<file path="src/design/rhs_pkg.sv">
package rhs_pkg;

    localparam int POS_W = 19;

    localparam logic [POS_W-1:0] POS_MAX      = '1;
    localparam logic [POS_W-1:0] FIXED_HDR    = POS_W'(12);
    localparam logic [POS_W-1:0] EXT_HDR      = POS_W'(4);

    localparam logic [6:0] DEFAULT_PT = 7'd96;
    localparam logic [1:0] VERSION_TWO = 2'b10;

    // end-of-packet status codes
    localparam logic [2:0] ST_OK        = 3'd0;
    localparam logic [2:0] ST_SHORT     = 3'd1;
    localparam logic [2:0] ST_VERSION   = 3'd2;
    localparam logic [2:0] ST_TYPE      = 3'd3;
    localparam logic [2:0] ST_TRUNCATED = 3'd4;

    // parse phases
    localparam logic [1:0] PH_FIXED   = 2'd0;
    localparam logic [1:0] PH_EXT_HDR = 2'd1;
    localparam logic [1:0] PH_BODY    = 2'd2;

endpackage

</file>
<file path="src/design/rtp_header_stripper.sv">
// Strips the RTP header from a packet that arrives one byte per transfer, tlast on its final
// byte. Byte 0 must carry version 2 and gives the CSRC count and extension bit; byte 1 must
// carry the payload type held in the configuration register (reset 96). The fixed 12-byte
// header, 4 bytes per CSRC and, if flagged, the extension header and its body are dropped;
// later bytes leave as payload (m_tuser[0] set). The final byte always yields a transfer with
// m_tlast and a status in m_tuser[3:1]: 0 ok, 1 shorter than 12 bytes, 2 bad version,
// 3 wrong payload type, 4 truncated header or no payload. Header bytes other than the final
// one give no output transfer. The block takes one byte every cycle through a single output
// register, which sets the pace, and s_tready falls only while that register holds
// a transfer the sink has not taken. Write the payload type only while no packet is in flight.
module rtp_header_stripper
    import rhs_pkg::*;
(
    input  logic       aclk,
    input  logic       aresetn,

    input  logic       cfg_wr_en,
    input  logic [6:0] cfg_wr_data,

    input  logic       s_tvalid,
    output logic       s_tready,
    input  logic [7:0] s_tdata,    // [7:0] data_byte
    input  logic       s_tlast,

    output logic       m_tvalid,
    input  logic       m_tready,
    output logic [7:0] m_tdata,    // [7:0] out_byte
    output logic [3:0] m_tuser,    // [0] out_valid, [3:1] status
    output logic       m_tlast
);

    logic [6:0]       pt_reg;
    logic [POS_W-1:0] pos_reg, pos_next;
    logic [POS_W-1:0] hend_reg, hend_next;
    logic             ext_reg, ext_next;
    logic [7:0]       elh_reg, elh_next;
    logic [2:0]       perr_reg, perr_next;
    logic [1:0]       phase_reg, phase_next;

    logic             mval_reg;
    logic [7:0]       mbyte_reg;
    logic             mpay_reg;
    logic             mlast_reg;
    logic [2:0]       mstat_reg;

    logic             accept;
    logic             payload;
    logic [2:0]       status;
    logic [POS_W:0]   len;

    assign s_tready = !mval_reg || m_tready;
    assign accept   = s_tvalid && s_tready;
    assign len      = {1'b0, pos_reg} + (POS_W+1)'(1);

    always_comb begin
        hend_next  = hend_reg;
        ext_next   = ext_reg;
        elh_next   = elh_reg;
        perr_next  = perr_reg;
        phase_next = phase_reg;

        if (pos_reg == '0) begin
            hend_next  = FIXED_HDR + POS_W'({s_tdata[3:0], 2'b00});
            ext_next   = s_tdata[4];
            elh_next   = '0;
            perr_next  = (s_tdata[7:6] != VERSION_TWO) ? ST_VERSION : ST_OK;
            phase_next = PH_FIXED;
        end else if (pos_reg == POS_W'(1)) begin
            if (perr_reg == ST_OK && s_tdata[6:0] != pt_reg) begin
                perr_next = ST_TYPE;
            end
        end

        if (phase_next == PH_FIXED && pos_reg >= hend_next) begin
            if (ext_next) begin
                phase_next = PH_EXT_HDR;
                hend_next  = hend_next + EXT_HDR;
            end else begin
                phase_next = PH_BODY;
            end
        end

        // the last two bytes of the extension header give its length in words
        if (phase_next == PH_EXT_HDR) begin
            if ({1'b0, pos_reg} + (POS_W+1)'(2) == {1'b0, hend_next}) begin
                elh_next = s_tdata;
            end else if (len == {1'b0, hend_next}) begin
                hend_next  = hend_next + POS_W'({elh_next, s_tdata, 2'b00});
                phase_next = PH_BODY;
            end
        end

        payload = phase_next == PH_BODY && pos_reg >= hend_next && perr_next == ST_OK;

        if (len < {1'b0, FIXED_HDR}) begin
            status = ST_SHORT;
        end else if (perr_next != ST_OK) begin
            status = perr_next;
        end else if (phase_next != PH_BODY || len <= {1'b0, hend_next}) begin
            status = ST_TRUNCATED;
        end else begin
            status = ST_OK;
        end

        pos_next = (pos_reg != POS_MAX) ? len[POS_W-1:0] : POS_MAX;
    end

    always_ff @(posedge aclk) begin
        if (!aresetn) begin
            pt_reg    <= DEFAULT_PT;
            pos_reg   <= '0;
            hend_reg  <= FIXED_HDR;
            ext_reg   <= 1'b0;
            elh_reg   <= '0;
            perr_reg  <= ST_OK;
            phase_reg <= PH_FIXED;
        end else begin
            if (cfg_wr_en) begin
                pt_reg <= cfg_wr_data;
            end
            if (accept) begin
                if (s_tlast) begin
                    pos_reg   <= '0;
                    hend_reg  <= FIXED_HDR;
                    ext_reg   <= 1'b0;
                    elh_reg   <= '0;
                    perr_reg  <= ST_OK;
                    phase_reg <= PH_FIXED;
                end else begin
                    pos_reg   <= pos_next;
                    hend_reg  <= hend_next;
                    ext_reg   <= ext_next;
                    elh_reg   <= elh_next;
                    perr_reg  <= perr_next;
                    phase_reg <= phase_next;
                end
            end
        end
    end

    always_ff @(posedge aclk) begin
        if (!aresetn) begin
            mval_reg <= 1'b0;
        end else if (s_tready) begin
            mval_reg <= accept && (payload || s_tlast);
        end
    end

    always_ff @(posedge aclk) begin
        if (s_tready) begin
            mbyte_reg <= payload ? s_tdata : 8'd0;
            mpay_reg  <= payload;
            mlast_reg <= s_tlast;
            mstat_reg <= s_tlast ? status : ST_OK;
        end
    end

    assign m_tvalid = mval_reg;
    assign m_tdata  = mbyte_reg;
    assign m_tuser  = {mstat_reg, mpay_reg};
    assign m_tlast  = mlast_reg;

endmodule

</file>
<file path="config.mk">
export PLATFORM = sky130hd
export DESIGN_NAME = rtp_header_stripper
export DESIGN_NICKNAME = d
export VERILOG_FILES = /design/src/design/rhs_pkg.sv /design/src/design/rtp_header_stripper.sv
export SDC_FILE = /design/constraint.sdc
export NUM_CORES = 1
export LEC_CHECK = 0
export ABC_AREA = 1
export BUFFER_PORTS_ARGS = -buffer_cell sky130_fd_sc_hd__buf_2
export CORE_MARGIN = 1.5
export CORE_UTILIZATION = 55
export DETAILED_ROUTE_END_ITERATION = 8
export HOLD_SLACK_MARGIN = 0.05
export PLACE_DENSITY = 0.74
export SETUP_SLACK_MARGIN = 0.3
export SLEW_MARGIN = 20
export SYNTH_ARGS = -nofsm -noshare
export SYNTH_HDL_FRONTEND = slang
export SYNTH_SLANG_ARGS = --single-unit
</file>
<file path="constraint.sdc">
create_clock -name aclk -period 12.5 [get_ports aclk]
set_input_delay 2.5 -clock aclk [delete_from_list [all_inputs] [get_ports aclk]]
set_output_delay 2.5 -clock aclk [all_outputs]
set_load 0.05 [all_outputs]
</file>
==> impl_metrics.tcl, run 1 <==
set metrics [dict create \
    min_from "hend_reg[0]$_SDFFE_PN0P_" \
    grt_pass1_wl_mm 43.5 \
    syn_inst 1255 \
    hold_viol 0 \
    ios 36 \
    finalSetupTns_ns 0 \
    cts_sinks 73 \
    r2r-start "pos_reg[0]$_SDFFE_PN0P_" \
    p_leak_nw 4.38 \
    critical_path_class "input pin to flop" \
    ctsHoldBuffers 0 \
    cts_root_buf "clkbuf_16" \
    cts_made_buffers 9 \
    grt_max_degree 52 \
    ys.flop_type "dfxtp_1" \
    place_congestion 1.04 \
    num-fill-cells 1418 \
    clock_latency_ns 0.37 \
    synth-edff-count 13 \
    grtUsageTotal 0.389 \
    irDropWorstVdd_mv 0.0544 \
    die_area_um2 15300 \
    cap_violations 0 \
    nets 1372 \
    wl_per_cell_um 19.9 \
    clock.fmax_mhz 114 \
    cpMaxStageDelayCell "a31oi_1" \
    powerDensity_nw_per_um2 80.9 \
    antenna_cells 0 \
    fin_skew_ns 0.0173 \
    num_rows 43 \
    area_growth_pct 7.00 \
    yosysWarningCount 0 \
    slew_viol_final 0 \
    crit_fanout 13 \
    synth_area_per_cell_um2 6.38 \
    synth_area_um2 8010 \
    yosysUniqueCellTypes 52 \
    grt_pass1_vias 7631 \
    final-setup-viol-count 0 \
    syn-num-nets 1355 \
    seq_area_frac_synth 0.199 \
    cpMostUsedCell "nand2_1" \
    grt_antenna_before_repair 0 \
    crit_path_end_kind "flop" \
    die_w_um 124 \
    slew_headroom 0.465 \
    drtIter0Drc 923 \
    cp.required_ns 12.78 \
    start_util 0.570 \
    cts_buffer_depth 2 \
    rsz0062_at_grt "false" \
    worst_path_largest_cell_delay_ns 0.38 \
    regArea_um2 1590 \
    viasPerCell 5.89 \
    ys_ff_latch 73 \
    vias 8575 \
    async_reset_ff_frac 0 \
    multiInputGateArea_um2 5640 \
    finalCriticalPeriod_ns 8.76 \
    worstPathArrival_ns 9.04 \
    grt_overflow 0 \
    firstDrtPassIters 8 \
    wl_mm 29.0 \
    outcome "complete, no violations" \
    die_h_um 124 \
    cts.clk_slew.worst_paths_ns 0.06 \
    min_period_over_period 0.701 \
    htreeDepth 3 \
    worst_pin_slew_ns 0.794 \
    fp.coreArea_um2 14000 \
    cp-startpoint "s_tdata[1]" \
    layout-drive-gt1-share 0.0995 \
    drc 0 \
    io_buffers 35 \
    min_path_type "flop to flop" \
    cts_resized 0 \
    worstSetupStartpointType "input pin" \
    hold_slack_ns 0.431 \
    antenna_left 0 \
    tritoncts "built" \
    hpwlAfterDp_mm 22.9 \
    postCtsSetupBuffers 0 \
]
cells in the final DEF (no fill, tap or decap), types with 13 or more instances in the layout:
master / instances
buf_2: 35
o21ai_0: 42
ha_1: 78
nand2_2: 18
a21oi_1: 94
dfxtp_1: 60
nor3_1: 14
inv_1: 144
nand3_1: 85
xor2_1: 47
nand2_1: 364
nor2_1: 109
nand4_1: 47
edfxtp_1: 13
where the power goes:
part | internal [mW] | switching, mW
Combinational | 0.0497 | 0.121
Sequential | 0.245 | 0.00434
Clock | 0.156 | 0.118
synth_stat cells, drive strengths merged (3+ instances only):
| library cell | n | area [µm²] |
|---|---|---|
| nand2 | 383 | 1490 |
| inv | 151 | 567 |
| nor2 | 125 | 587 |
| nand3 | 97 | 591 |
| a21oi | 96 | 488 |
| ha | 78 | 976 |
| dfxtp | 60 | 1200 |
| o21ai | 55 | 313 |
| nand4 | 48 | 307 |
| xor2 | 47 | 412 |
| clkbuf | 19 | 71.3 |
| buf | 17 | 138 |
| nor3 | 16 | 90.1 |
| edfxtp | 13 | 390 |
| xnor2 | 11 | 96.3 |
| o21a | 5 | 37.5 |
| o21bai | 5 | 37.5 |
| a211oi | 3 | 22.5 |
| a21o | 3 | 22.5 |
| a31oi | 3 | 18.8 |
cells by family after synthesis:
logic type               after synthesis  share of synthesized area
flip-flops                            73                      0.199
adder cells (fa/ha/maj)               79                      0.124
XOR/XNOR                              58                     0.0635
buffers and inverters                188                     0.0974
AO/OA/AOI/OAI                        177                      0.124
AND/OR/NAND/NOR                      680                      0.392
area by class of cell:
class	instances	area share
sequential	73	0.186
clock buffer	10	0.0267
clock inverter	6	0.00760
multi-input combinational	994	0.659
inverter	152	0.0666
timing repair buffer	42	0.0280
tap	180	0.0263
path summary, 6_finish.rpt:
| kind | end | slack (ns) | cells past startpoint |
|---|---|---|---|
| setup / recovery | m_tvalid$_SDFFE_PN0N_ | 3.74 | 45 |
| hold / removal | hend_reg[0]$_SDFFE_PN0P_ | 0.43 | 2 |
| setup reg to reg | m_tvalid$_SDFFE_PN0N_ | 4.03 | 45 |
| hold reg to reg | hend_reg[0]$_SDFFE_PN0P_ | 0.43 | 2 |
per-stage QoR:
step | util | cell area (µm²) | total power [mW] | cells | worst slack (ns)
4_1_cts | 0.609 | 8550 | 0.691 | 1456 | 3.93
6_report | 0.610 | 8570 | 0.693 | 1457 | 3.74
5_1_grt | 0.610 | 8570 | 0.716 | 1457 | 3.31
3_3_place_gp | 0.588 | 8250 | 0.418 | 1440 | 3.72
3_5_place_dp | 0.588 | 8250 | 0.419 | 1440 | 3.62
2_1_floorplan | - | 8010 | 0.371 | 1255 | 4.82
worst max-delay path: cells and delay by family:
family	cells	cell delay, ns
simple gates	22	2.91
fa+ha+maj	5	1.30
compound gates	7	1.04
buf+inv	9	0.95
xor+xnor	2	0.30
layer usage:
layer,up-vias,part of all wire,track usage
met5,-,0,0
met4,0,0.040,0.169
met3,80,0.10,0.0884
met2,418,0.43,0.585
met1,3913,0.43,0.531
li1,4164,-,-
Note: power is estimated with default switching activity, not from simulation.
==> inputs of run 2 (changes only) <==
clock period = 8.4 ns   (was 12.5 ns; I/O delays follow)
==> impl_metrics.tcl, run 2 (synthesis gave the netlist of run 1 again) <==
set metrics [dict create \
    final-setup-viol-count 0 \
    cp.required_ns 8.61 \
    drtIter0Drc 882 \
    clock_latency_ns 0.36 \
    final_common_cell "nand2_1" \
    hold_path_end "hend_reg[1]$_SDFFE_PN0P_" \
    wl_per_cell_um 19.7 \
    cts_made_buffers 9 \
    crit_fanout 6 \
    io_buffers 35 \
    fp.coreArea_um2 14000 \
    die_w_um 124 \
    tritoncts "built" \
    nets 1396 \
    ios 36 \
    start_util 0.570 \
    num_rows 43 \
    finalCriticalPeriod_ns 7.64 \
    min_from "hend_reg[1]$_SDFFE_PN0P_" \
    hold_slack_ns 0.439 \
    min_period_over_period 0.910 \
    grt_pass1_vias 7809 \
    ctsHoldBuffers 0 \
    irDropWorstVdd_mv 0.123 \
    wl_mm 29.2 \
    worstPathArrival_ns 7.85 \
    grt_pass1_wl_mm 44.0 \
    area_growth_pct 9.86 \
    power.total_mw 1.02 \
    cap_violations 0 \
    critical_path_class "input pin to flop" \
    cts_sinks 73 \
    crit_path_end_kind "flop" \
    cts.clk_slew.worst_paths_ns 0.06 \
    layout-drive-gt1-share 0.122 \
    worst_pin_slew_ns 0.741 \
    die_h_um 124 \
    powerDensity_nw_per_um2 116 \
    num-fill-cells 1390 \
    grt_overflow 0 \
    min_path_type "flop to flop" \
    grt_antenna_before_repair 0 \
    htreeDepth 3 \
    hpwlAfterDp_mm 23.1 \
    vias 8700 \
    finalSetupTns_ns 0 \
    layout.cells.non_filler 1481 \
    cpMaxStageDelayCell "a21oi_1" \
    r2r-start "pos_reg[12]$_SDFFE_PN0P_" \
    outcome "complete, no violations" \
    viasPerCell 5.87 \
    highest_layer "met4" \
    clock.fmax_mhz 131 \
    antenna_left 0 \
    cts_root_buf "clkbuf_16" \
    worstHoldPathCells 2 \
    antenna_cells 0 \
    fin_skew_ns 0.0135 \
    slew_headroom 0.501 \
    worstSetupStartpointType "input pin" \
    grtUsageTotal 0.392 \
    grt_max_degree 52 \
    dp_cells 1457 \
    slew_viol_final 0 \
    worst_path_largest_cell_delay_ns 0.41 \
    cpMostUsedCell "nand2_1" \
    drc 0 \
    p_leak_nw 4.49 \
    final_cell_mix "362 x nand2_1, 143 x inv_1, 109 x nor2_1, 93 x a21oi_1, 83 x nand3_1" \
    drt-met1-wl_mm 12.0 \
    final_core_util 0.626 \
    r2r_setup_slack_ns 1.12 \
    dr_wl_met3_mm 3.21 \
    met2_length_mm 12.7 \
    regArea_um2 1590 \
    rsz0062_at_grt "false" \
    hold_viol 0 \
    worstReg2RegEnd "mstat_reg[2]$_SDFFCE_PP0N_" \
    firstDrtPassIters 7 \
    rr_worst_depth 46 \
    place_congestion 1.04 \
    die_area_um2 15300 \
    multiInputGateArea_um2 5690 \
    cts_buffer_depth 2 \
]
run 2: timing repair:
action | 4_1_cts | 5_1_grt
gates resized for setup | 0 | 14
setup buffers | 0 | 7
endpoints found under the setup margin | 0 | 11
run 2: worst max path at each step:
stage / start / endpoint / cells past startpoint
after floorplan: s_tdata[1] / mstat_reg[2]$_SDFFCE_PP0N_ / 40
final: s_tdata[1] / mstat_reg[2]$_SDFFCE_PP0N_ / 46
after CTS: s_tdata[1] / mstat_reg[2]$_SDFFCE_PP0N_ / 44
after global placement: s_tdata[1] / mstat_reg[2]$_SDFFCE_PP0N_ / 44
after detailed placement: s_tdata[1] / mstat_reg[2]$_SDFFCE_PP0N_ / 44
after global routing: s_tdata[1] / m_tvalid$_SDFFE_PN0N_ / 44
run 2: cell type report:
cell class / instances / share of cell area
Multi-Input combinational cell: 994 / 0.647
Sequential cell: 73 / 0.181
Inverter: 152 / 0.0659
Timing Repair Buffer: 66 / 0.0492
Clock buffer: 10 / 0.0260
Tap cell: 180 / 0.0256
Clock inverter: 6 / 0.00484
run 2: per-stage QoR:
| stage | setup WS (ns) | instance area [µm²] |
|---|---|---|
| floorplan | 1.54 | 8010 |
| global placement | 0.355 | 8380 |
| detailed placement | 0.300 | 8380 |
| CTS | 0.653 | 8650 |
| global route | 0.299 | 8790 |
| finish | 0.759 | 8790 |
run 2: power by group:
part | internal, mW | total (mW) | switching (mW) | leakage (nW)
clock | 0.201 | 0.381 | 0.180 | 0.129
sequential | 0.364 | 0.369 | 0.00489 | 0.638
combinational | 0.0842 | 0.271 | 0.187 | 3.73
run 2: routing by layer:
metal | vias to the layer above | global-route usage
li1 | 4188 | -
met1 | 3958 | 0.532
met2 | 464 | 0.602
met3 | 90 | 0.0847
met4 | 0 | 0.167
met5 | - | 0
run 2: critical path: cells and delay by family:
family / cells / cell delay, ns
XOR/XNOR: 2 / 0.43
adder cells (fa/ha/maj): 4 / 1.26
buffers and inverters: 6 / 0.72
AO/OA/AOI/OAI: 7 / 1.15
AND/OR/NAND/NOR: 27 / 2.60
